`config.mk`:
```
export PLATFORM = sky130hd
export DESIGN_NAME = psg_frame_sequencer_top
export DESIGN_NICKNAME = d
export VERILOG_FILES = /design/src/hdl/psgfs_pkg.sv /design/src/hdl/psg_frame_sequencer_top.sv
export SDC_FILE = /design/constraint.sdc
export NUM_CORES = 1
export LEC_CHECK = 0
export BUFFER_PORTS_ARGS = -buffer_cell sky130_fd_sc_hd__buf_2
export CAP_MARGIN = 20
export CORE_MARGIN = 1.5
export CORE_UTILIZATION = 55
export CTS_BUF_LIST = sky130_fd_sc_hd__clkbuf_8 sky130_fd_sc_hd__clkbuf_16
export DETAILED_ROUTE_END_ITERATION = 10
export GPL_ROUTABILITY_DRIVEN = 0
export GPL_TIMING_DRIVEN = 1
export HOLD_SLACK_MARGIN = 0.1
export PLACE_DENSITY = 0.79
export SYNTH_ARGS = -nofsm -noshare
export SYNTH_HDL_FRONTEND = slang
export SYNTH_SLANG_ARGS = --single-unit
export TNS_END_PERCENT = 20
```
`constraint.sdc`:
```
create_clock -name aclk -period 11.58 [get_ports aclk]
set_input_delay 1.158 -clock aclk [delete_from_list [all_inputs] [get_ports aclk]]
set_output_delay 1.158 -clock aclk [all_outputs]
set_load 0.005 [all_outputs]
```
`src/hdl/psgfs_pkg.sv`:
```
package psgfs_pkg;

    // request codes
    typedef enum logic [2:0] {
        REQ_TICK     = 3'd0,
        REQ_SWEEP    = 3'd1,
        REQ_LENGTH   = 3'd2,
        REQ_LEN_EN   = 3'd3,
        REQ_ENVELOPE = 3'd4,
        REQ_TRIGGER  = 3'd5,
        REQ_FREQ     = 3'd6
    } req_t;

    localparam int NUM_CHANNELS = 4;
    localparam int CH_SQ0       = 0;
    localparam int CH_WAVE      = 2;

    localparam int RATE_W = 18;
    localparam int FREQ_W = 11;

    localparam logic [RATE_W-1:0] RATE_RESET     = 18'd42060;
    localparam logic [RATE_W:0]   TICK_INCREMENT = 19'd512;

    localparam logic [2:0] ENV_STEP    = 3'd7;
    localparam logic [1:0] SWEEP_PHASE = 2'd2;
    localparam logic [3:0] VOL_MAX     = 4'hF;

    // wave channel volume codes from envelope byte bits 7..5
    localparam logic [2:0] WAVE_CODE_MUTE  = 3'b000;
    localparam logic [2:0] WAVE_CODE_FULL  = 3'b001;
    localparam logic [2:0] WAVE_CODE_HALF  = 3'b010;
    localparam logic [2:0] WAVE_CODE_QUART = 3'b011;
    localparam logic [2:0] WAVE_CODE_3QUAR = 3'b100;

    localparam logic [3:0] WAVE_VOL_MUTE  = 4'd0;
    localparam logic [3:0] WAVE_VOL_QUART = 4'd1;
    localparam logic [3:0] WAVE_VOL_HALF  = 4'd2;
    localparam logic [3:0] WAVE_VOL_3QUAR = 4'd3;
    localparam logic [3:0] WAVE_VOL_FULL  = 4'd4;

    localparam logic [2:0] WAVE_VOL_LIMIT = 3'd4;

endpackage

```
`src/hdl/psg_frame_sequencer_top.sv`:
```
// four-channel sound control sequencer (length, envelope and sweep timing)
//
// input channel s_*: one request per transaction (tick, sweep, length, length
// enable, envelope, trigger or channel 1 frequency write). every transaction
// yields exactly one status transaction on the m_* channel.
// config channel cfg_*: writes the 18-bit sample rate; always ready. write it
// only while no request is in flight.
//
// latency: a request accepted passes through the input register and then the
// result register before its status shows. throughput is one request per
// cycle while m_ready is high: the input register refills while the result
// register drains, and all channel updates are done in one pass between the two.
//
// reset (aresetn low, synchronous) clears all channel state, the step counter
// and the accumulator, and sets the sample rate to 42060.
// when m_ready is low the result holds; the input register still takes one
// more request, then s_ready drops until the result moves.
module psg_frame_sequencer_top (
    input  logic                         aclk,
    input  logic                         aresetn,

    input  logic                         s_valid,
    output logic                         s_ready,
    input  logic [2:0]                   s_req_type,
    input  logic [1:0]                   s_channel,
    input  logic [7:0]                   s_data,
    input  logic [psgfs_pkg::FREQ_W-1:0] s_freq_value,

    output logic                         m_valid,
    input  logic                         m_ready,
    output logic [3:0]                   m_enable_bits,
    output logic [3:0]                   m_dac_bits,
    output logic [3:0]                   m_vol_ch0,
    output logic [3:0]                   m_vol_ch1,
    output logic [2:0]                   m_vol_ch2,
    output logic [3:0]                   m_vol_ch3,
    output logic [psgfs_pkg::FREQ_W-1:0] m_ch1_frequency,
    output logic                         m_sweep_overflow,

    input  logic                         cfg_valid,
    output logic                         cfg_ready,
    input  logic [psgfs_pkg::RATE_W-1:0] cfg_data
);

    localparam int NCH = psgfs_pkg::NUM_CHANNELS;

    // input register
    logic                         in_valid_reg;
    logic [2:0]                   req_reg;
    logic [1:0]                   chan_reg;
    logic [7:0]                   data_reg;
    logic [psgfs_pkg::FREQ_W-1:0] fval_reg;

    // result register
    logic                         out_valid_reg;
    logic [3:0]                   out_enable_reg;
    logic [3:0]                   out_dac_reg;
    logic [3:0]                   out_vol0_reg;
    logic [3:0]                   out_vol1_reg;
    logic [2:0]                   out_vol2_reg;
    logic [3:0]                   out_vol3_reg;
    logic [psgfs_pkg::FREQ_W-1:0] out_freq_reg;
    logic                         out_ovf_reg;

    // configuration
    logic [psgfs_pkg::RATE_W-1:0] sample_rate_reg;

    // sequencer and channel state
    logic [psgfs_pkg::RATE_W-1:0] accum_reg, accum_next;
    logic [2:0]                   step_reg, step_next;
    logic [NCH-1:0]               chan_en_reg, chan_en_next;
    logic [3:0]                   vol_reg [NCH];
    logic [3:0]                   vol_next [NCH];
    logic [3:0]                   vol_init_reg [NCH];
    logic [3:0]                   vol_init_next [NCH];
    logic [7:0]                   len_reg [NCH];
    logic [7:0]                   len_next [NCH];
    logic [7:0]                   len_init_reg [NCH];
    logic [7:0]                   len_init_next [NCH];
    logic [NCH-1:0]               len_en_reg, len_en_next;
    logic [2:0]                   env_cnt_reg [NCH];
    logic [2:0]                   env_cnt_next [NCH];
    logic [2:0]                   env_per_reg [NCH];
    logic [2:0]                   env_per_next [NCH];
    logic [NCH-1:0]               env_up_reg, env_up_next;
    logic [NCH-1:0]               dac_reg, dac_next;
    logic                         swp_down_reg, swp_down_next;
    logic [2:0]                   swp_cnt_reg, swp_cnt_next;
    logic [2:0]                   swp_per_reg, swp_per_next;
    logic [2:0]                   swp_shift_reg, swp_shift_next;
    logic [psgfs_pkg::FREQ_W-1:0] freq_reg, freq_next;

    // per-item scratch
    logic                         advance;
    logic                         fire;
    logic                         overflow;
    logic [psgfs_pkg::RATE_W:0]   rate_sum;
    logic [2:0]                   swp_cnt_dec;
    logic [psgfs_pkg::FREQ_W-1:0] swp_delta;
    logic [psgfs_pkg::FREQ_W:0]   swp_sum;
    logic [3:0]                   wave_vol;
    logic                         wave_hit;

    // handshake: result register drains, input register refills behind it
    assign advance   = !out_valid_reg || m_ready;
    assign fire      = in_valid_reg && advance;
    assign s_ready   = !in_valid_reg || advance;
    assign cfg_ready = 1'b1;

    // wave channel volume decode
    always_comb begin
        wave_hit = 1'b1;
        case (data_reg[7:5])
            psgfs_pkg::WAVE_CODE_MUTE:  wave_vol = psgfs_pkg::WAVE_VOL_MUTE;
            psgfs_pkg::WAVE_CODE_FULL:  wave_vol = psgfs_pkg::WAVE_VOL_FULL;
            psgfs_pkg::WAVE_CODE_HALF:  wave_vol = psgfs_pkg::WAVE_VOL_HALF;
            psgfs_pkg::WAVE_CODE_QUART: wave_vol = psgfs_pkg::WAVE_VOL_QUART;
            psgfs_pkg::WAVE_CODE_3QUAR: wave_vol = psgfs_pkg::WAVE_VOL_3QUAR;
            default: begin
                wave_vol = psgfs_pkg::WAVE_VOL_MUTE;
                wave_hit = 1'b0;
            end
        endcase
    end

    // state update for the item in the input register
    always_comb begin
        accum_next     = accum_reg;
        step_next      = step_reg;
        chan_en_next   = chan_en_reg;
        vol_next       = vol_reg;
        vol_init_next  = vol_init_reg;
        len_next       = len_reg;
        len_init_next  = len_init_reg;
        len_en_next    = len_en_reg;
        env_cnt_next   = env_cnt_reg;
        env_per_next   = env_per_reg;
        env_up_next    = env_up_reg;
        dac_next       = dac_reg;
        swp_down_next  = swp_down_reg;
        swp_cnt_next   = swp_cnt_reg;
        swp_per_next   = swp_per_reg;
        swp_shift_next = swp_shift_reg;
        freq_next      = freq_reg;
        overflow       = 1'b0;
        rate_sum       = {1'b0, accum_reg} + psgfs_pkg::TICK_INCREMENT;
        swp_cnt_dec    = swp_cnt_reg - 3'd1;
        swp_delta      = freq_reg >> swp_shift_reg;
        swp_sum        = swp_down_reg ? ({1'b0, freq_reg} - {1'b0, swp_delta})
                                      : ({1'b0, freq_reg} + {1'b0, swp_delta});

        if (fire) begin
            case (req_reg)
                psgfs_pkg::REQ_TICK: begin
                    if (rate_sum >= {1'b0, sample_rate_reg}) begin
                        rate_sum  = rate_sum - {1'b0, sample_rate_reg};
                        step_next = step_reg + 3'd1;

                        // length counters on even steps
                        if (!step_next[0]) begin
                            for (int c = 0; c < NCH; c++) begin
                                if (len_reg[c] != 8'd0) begin
                                    len_next[c] = len_reg[c] - 8'd1;
                                    if (len_reg[c] == 8'd1 && len_en_reg[c]) begin
                                        chan_en_next[c] = 1'b0;
                                    end
                                end
                            end
                        end

                        // envelopes on the last step, wave channel excluded
                        if (step_next == psgfs_pkg::ENV_STEP) begin
                            for (int c = 0; c < NCH; c++) begin
                                if (c != psgfs_pkg::CH_WAVE && env_cnt_reg[c] != 3'd0) begin
                                    env_cnt_next[c] = env_cnt_reg[c] - 3'd1;
                                    if (env_cnt_reg[c] == 3'd1) begin
                                        if (vol_reg[c] != 4'd0 && !env_up_reg[c]) begin
                                            vol_next[c]     = vol_reg[c] - 4'd1;
                                            env_cnt_next[c] = env_per_reg[c];
                                        end else if (vol_reg[c] != psgfs_pkg::VOL_MAX
                                                     && env_up_reg[c]) begin
                                            vol_next[c]     = vol_reg[c] + 4'd1;
                                            env_cnt_next[c] = env_per_reg[c];
                                        end
                                    end
                                end
                            end
                        end

                        // frequency sweep on steps 2 and 6
                        if (step_next[1:0] == psgfs_pkg::SWEEP_PHASE
                            && swp_per_reg != 3'd0 && swp_shift_reg != 3'd0) begin
                            swp_cnt_next = swp_cnt_dec;
                            if (swp_cnt_dec == 3'd0) begin
                                if (swp_sum[psgfs_pkg::FREQ_W]) begin
                                    chan_en_next[psgfs_pkg::CH_SQ0] = 1'b0;
                                    env_cnt_next[psgfs_pkg::CH_SQ0] = 3'd0;
                                    vol_next[psgfs_pkg::CH_SQ0]     = 4'd0;
                                    overflow                        = 1'b1;
                                end else begin
                                    freq_next = swp_sum[psgfs_pkg::FREQ_W-1:0];
                                end
                                swp_cnt_next = swp_per_reg;
                            end
                        end
                    end
                    accum_next = rate_sum[psgfs_pkg::RATE_W-1:0];
                end
                psgfs_pkg::REQ_SWEEP: begin
                    swp_down_next  = data_reg[3];
                    swp_per_next   = data_reg[6:4];
                    swp_cnt_next   = data_reg[6:4];
                    swp_shift_next = data_reg[2:0];
                end
                psgfs_pkg::REQ_LENGTH: begin
                    len_next[chan_reg]      = data_reg;
                    len_init_next[chan_reg] = data_reg;
                end
                psgfs_pkg::REQ_LEN_EN: begin
                    len_en_next[chan_reg] = data_reg[0];
                end
                psgfs_pkg::REQ_ENVELOPE: begin
                    if (chan_reg == 2'(psgfs_pkg::CH_WAVE)) begin
                        if (wave_hit) begin
                            vol_next[chan_reg]      = wave_vol;
                            vol_init_next[chan_reg] = wave_vol;
                        end
                    end else begin
                        dac_next[chan_reg]      = (data_reg[7:3] != 5'd0);
                        vol_next[chan_reg]      = data_reg[7:4];
                        vol_init_next[chan_reg] = data_reg[7:4];
                        env_up_next[chan_reg]   = data_reg[3];
                        env_cnt_next[chan_reg]  = data_reg[2:0];
                        env_per_next[chan_reg]  = data_reg[2:0];
                    end
                end
                psgfs_pkg::REQ_TRIGGER: begin
                    chan_en_next[chan_reg] = 1'b1;
                    vol_next[chan_reg]     = vol_init_reg[chan_reg];
                    len_next[chan_reg]     = len_init_reg[chan_reg];
                    if (chan_reg != 2'(psgfs_pkg::CH_WAVE)) begin
                        env_cnt_next[chan_reg] = env_per_reg[chan_reg];
                    end
                end
                psgfs_pkg::REQ_FREQ: begin
                    freq_next = fval_reg;
                end
                default: begin
                end
            endcase
        end
    end

    // configuration register
    always_ff @(posedge aclk) begin
        if (!aresetn) begin
            sample_rate_reg <= psgfs_pkg::RATE_RESET;
        end else if (cfg_valid && cfg_ready) begin
            sample_rate_reg <= cfg_data;
        end
    end

    // input register
    always_ff @(posedge aclk) begin
        if (!aresetn) begin
            in_valid_reg <= 1'b0;
        end else if (s_ready) begin
            in_valid_reg <= s_valid;
        end
    end

    always_ff @(posedge aclk) begin
        if (s_valid && s_ready) begin
            req_reg  <= s_req_type;
            chan_reg <= s_channel;
            data_reg <= s_data;
            fval_reg <= s_freq_value;
        end
    end

    // sequencer and channel state
    always_ff @(posedge aclk) begin
        if (!aresetn) begin
            accum_reg     <= '0;
            step_reg      <= '0;
            chan_en_reg   <= '0;
            len_en_reg    <= '0;
            env_up_reg    <= '0;
            dac_reg       <= '0;
            swp_down_reg  <= 1'b0;
            swp_cnt_reg   <= '0;
            swp_per_reg   <= '0;
            swp_shift_reg <= '0;
            freq_reg      <= '0;
            for (int c = 0; c < NCH; c++) begin
                vol_reg[c]      <= '0;
                vol_init_reg[c] <= '0;
                len_reg[c]      <= '0;
                len_init_reg[c] <= '0;
                env_cnt_reg[c]  <= '0;
                env_per_reg[c]  <= '0;
            end
        end else begin
            accum_reg     <= accum_next;
            step_reg      <= step_next;
            chan_en_reg   <= chan_en_next;
            len_en_reg    <= len_en_next;
            env_up_reg    <= env_up_next;
            dac_reg       <= dac_next;
            swp_down_reg  <= swp_down_next;
            swp_cnt_reg   <= swp_cnt_next;
            swp_per_reg   <= swp_per_next;
            swp_shift_reg <= swp_shift_next;
            freq_reg      <= freq_next;
            vol_reg       <= vol_next;
            vol_init_reg  <= vol_init_next;
            len_reg       <= len_next;
            len_init_reg  <= len_init_next;
            env_cnt_reg   <= env_cnt_next;
            env_per_reg   <= env_per_next;
        end
    end

    // result register
    always_ff @(posedge aclk) begin
        if (!aresetn) begin
            out_valid_reg <= 1'b0;
        end else if (advance) begin
            out_valid_reg <= in_valid_reg;
        end
    end

    always_ff @(posedge aclk) begin
        if (fire) begin
            out_enable_reg <= chan_en_next;
            out_dac_reg    <= dac_next;
            out_vol0_reg   <= vol_next[0];
            out_vol1_reg   <= vol_next[1];
            out_vol2_reg   <= vol_next[2][2:0];
            out_vol3_reg   <= vol_next[3];
            out_freq_reg   <= freq_next;
            out_ovf_reg    <= overflow;
        end
    end

    assign m_valid          = out_valid_reg;
    assign m_enable_bits    = out_enable_reg;
    assign m_dac_bits       = out_dac_reg;
    assign m_vol_ch0        = out_vol0_reg;
    assign m_vol_ch1        = out_vol1_reg;
    assign m_vol_ch2        = out_vol2_reg;
    assign m_vol_ch3        = out_vol3_reg;
    assign m_ch1_frequency  = out_freq_reg;
    assign m_sweep_overflow = out_ovf_reg;

endmodule

```
==> flow_summary.yaml <==
logic_synthesis:
  synth_fp_nets: 1868
  syn_area_um2: 14240
  async_flop_share_pct: 0
  synth_cell_types: 78
  syn_avg_cell_area_um2: 8.102
  synthTopCellsByArea: "dfxtp_1 27%, edfxtp_1 12%, a21oi_1 7.6%"
  synthesis.instances: 1758
  yosys_most_used_dff: "dfxtp_1"
  synth_edf_count: 59
  yosys_register_bits: 248
  yosys_warnings: 0
  yosys.area.top_type: "dfxtp_1"
  synth_top_area_share_pct: 26.56
  yosysSeqAreaShare_pct: 39.00
pwr:
  p_leak_uw: 0.006095
  ir_drop_mv: 0.1385
  powerDensity_nw_per_um2: 138.7
  p_total_uw: 2202
sta:
  post-route-period-util_pct: 43.19
  finalHoldViolCount: 0
  fin_setup_tns_ns: 0
  max_freq_ghz: 0.1999
  hold_slack_ns: 0.4362
  setup_slack_ns: 6.579
  slew_viol_final: 0
  setup_viol: 0
  slew-limit-headroom_pct: 32.45
  rsz0062_at_grt: "no"
  clock_skew_ns: 0.01192
  layout_min_cycle_time_ns: 5.001
  worstMarginPinSlew_ns: 1.013
critical_path:
  r2r_slack_ns: 6.58
  cp_cell_sequence: "mux4_2, and2_1, a31oi_1, and3_1, and2_1, nor2_1, xor2_1, ha_1, or3_1, o311a_1, o211ai_1, nand3_1, mux2i_1, a21oi_2, a221o_1, and2_1"
  required_ns: 12.01
  cp_slowest_stage_delay_ns: 0.85
  rr_startpoint: "swp_shift_reg[1]"
  rr_worst_depth: 16
  cp-start-kind: "register"
  cp.arrival_ns: 5.44
  crit_slowest_cell: "dfxtp_1"
  r2r-end: "freq_reg[2]"
  end_kind: "register"
  cp_max_fo: 19
  cp_common_cell: "and2_1"
  path_class: "register to register"
detailed_routing:
  drtIter0Drc: 1463
  viasPerCell: 6.198
  first_pass_iters: 7
  ant_nets: 0
  wl_per_cell_um: 18.16
  drt_wl_total_um: 38860
  drc: 0
  via_count: 13260
layout:
  drive_gt1_share_pct: 9.779
  finalNonFillerCells: 2140
  area_growth_pct: 11.45
  n_antenna_cell: 0
  nets: 1898
global_route:
  grt_max_degree: 89
  grt_usage_pct: 28.34
  antenna_found_initial: 0
  globalRouteOverflowTotal: 0
  grt_pass1_vias: 12260
  grt_pass1_wl_um: 61530
floorplan:
  die_h_um: 163.9
  core_um2: 25330
  die-area_um2: 26870
  start_util_pct: 56.24
  top_level_ports: 85
  die_w_um: 163.9
  rows: 58
clock_network:
  cts_tree: "yes"
  htree_levels: 1
  cts_hold_repair.buffers: 0
  clock_latency_ns: 0.55
  cts_root_buf: "clkbuf_16"
  clockBufferDepth: 3
  postCtsSetupBuffers: 0
  cts_resized: 0
  cts_buffers: 28
  cts_sinks: 248
  clkSlewWorstSetupHoldPaths_ns: 0.06
outcome:
  status: "finished clean"
job:
  max_cap_viol_count: 0
hold_path:
  whs_endpoint: "m_dac_bits[2]"
  holdCritStartpoint: "dac_reg[2]"
  hp-class: "register to register"
  hold_depth: 0
placement:
  placedCellCount: 2088
  dp_slack_ns: 6.644
  port_buffers: 83
  hpwl_um: 26080
cells in the final DEF (no fill, tap or decap), drive strengths merged, types with 12 or more instances in the layout:
cell type / netlist / layout
edfxtp: 59 / 59
xor2: 13 / 13
and3: 12 / 12
nand2b: 19 / 19
mux2i: 49 / 49
ha: 61 / 61
inv: 67 / 72
a31oi: 27 / 27
o211ai: 21 / 21
nor3: 32 / 32
clkbuf: 83 / 29
nand3: 55 / 55
o22ai: 31 / 31
a211oi: 15 / 15
nor2b: 19 / 19
and2: 55 / 55
a221o: 12 / 12
or3: 14 / 14
xnor2: 27 / 27
nor2: 163 / 163
dfxtp: 189 / 189
a21oi: 217 / 217
buf: 19 / 102
o21ai: 99 / 99
nand2: 248 / 248
power breakdown:
group          total [uW]  internal (uW)  switching [uW]
registers             930            909            21.5
logic                 252           96.8             155
clock network        1020            654             366
total                2200           1660             543
stage by stage:
stage                     utilization [%]  instance area [um2]
after detailed placement            58.46                14810
after global routing                62.68                15880
after floorplan                         -                14240
final                               62.68                15880
after CTS                           62.68                15880
after global placement              58.46                14810
area by class of cell:
class	instances	area (um2)
Timing Repair Buffer	102	558.0
Tap cell	330	412.9
Multi-Input combinational cell	1341	8026
Sequential cell	248	5555
Clock inverter	23	342.8
Fill cell	2156	9452
Inverter	67	254.0
Clock buffer	29	725.7
logic make-up after synthesis:
family | Yosys count | share of synthesized area, %
simple gates | 656 | 21.13
mux | 60 | 4.550
fa+ha+maj | 63 | 5.639
xor+xnor | 40 | 2.460
flops | 248 | 39.00
buf+inv | 169 | 4.682
other cells | 1 | 0.02633
compound gates | 521 | 22.51
cell usage after synthesis (all sizes together), types with 6 or more instances:
| library cell | n |
|---|---|
| o21a | 10 |
| nand3 | 55 |
| nand4 | 10 |
| nand2b | 19 |
| nor3 | 32 |
| or3 | 14 |
| and3 | 12 |
| buf | 19 |
| o21ai | 99 |
| nor2 | 163 |
| nor2b | 19 |
| dfxtp | 189 |
| clkbuf | 83 |
| inv | 67 |
| a31oi | 27 |
| edfxtp | 59 |
| o22ai | 31 |
| o31ai | 8 |
| mux2 | 8 |
| a22oi | 6 |
| a221o | 12 |
| xnor2 | 27 |
| a21oi | 217 |
| mux2i | 49 |
| o21bai | 7 |
| a211oi | 15 |
| o211ai | 21 |
| and2 | 55 |
| a21o | 10 |
| xor2 | 13 |
| nor4 | 8 |
| ha | 61 |
| o32ai | 6 |
| nand2 | 248 |
how the worst max path moves through the flow:
stage,endpoint,startpoint
2_1_floorplan,m_vol_ch0[0],swp_shift_reg[1]
3_3_place_gp,m_vol_ch0[2],swp_shift_reg[1]
3_5_place_dp,freq_reg[2],swp_shift_reg[1]
4_1_cts,freq_reg[2],swp_shift_reg[1]
5_1_grt,freq_reg[10],swp_shift_reg[2]
6_report,freq_reg[2],swp_shift_reg[1]
layer usage:
layer	vias to the layer above	global-route usage, %	share of wire [%]
met5	-	0	0
met4	0	10.87	3.2
met3	101	4.646	8.3
met2	635	46.89	47
met1	6171	37.02	42
li1	6357	-	-
critical path, delay by kind of cell, from the launching register on:
| kind | cells | cell delay, ns |
|---|---|---|
| xor gates and xnor gates | 1 | 0.16 |
| adders and majority gates | 1 | 0.23 |
| AOI/OAI and AO/OA | 5 | 1.45 |
| muxes | 2 | 0.89 |
| and+or+nand+nor | 7 | 1.27 |
| DFF | 1 | 0.85 |
No activity file was read; power rests on OpenSTA's default activity.
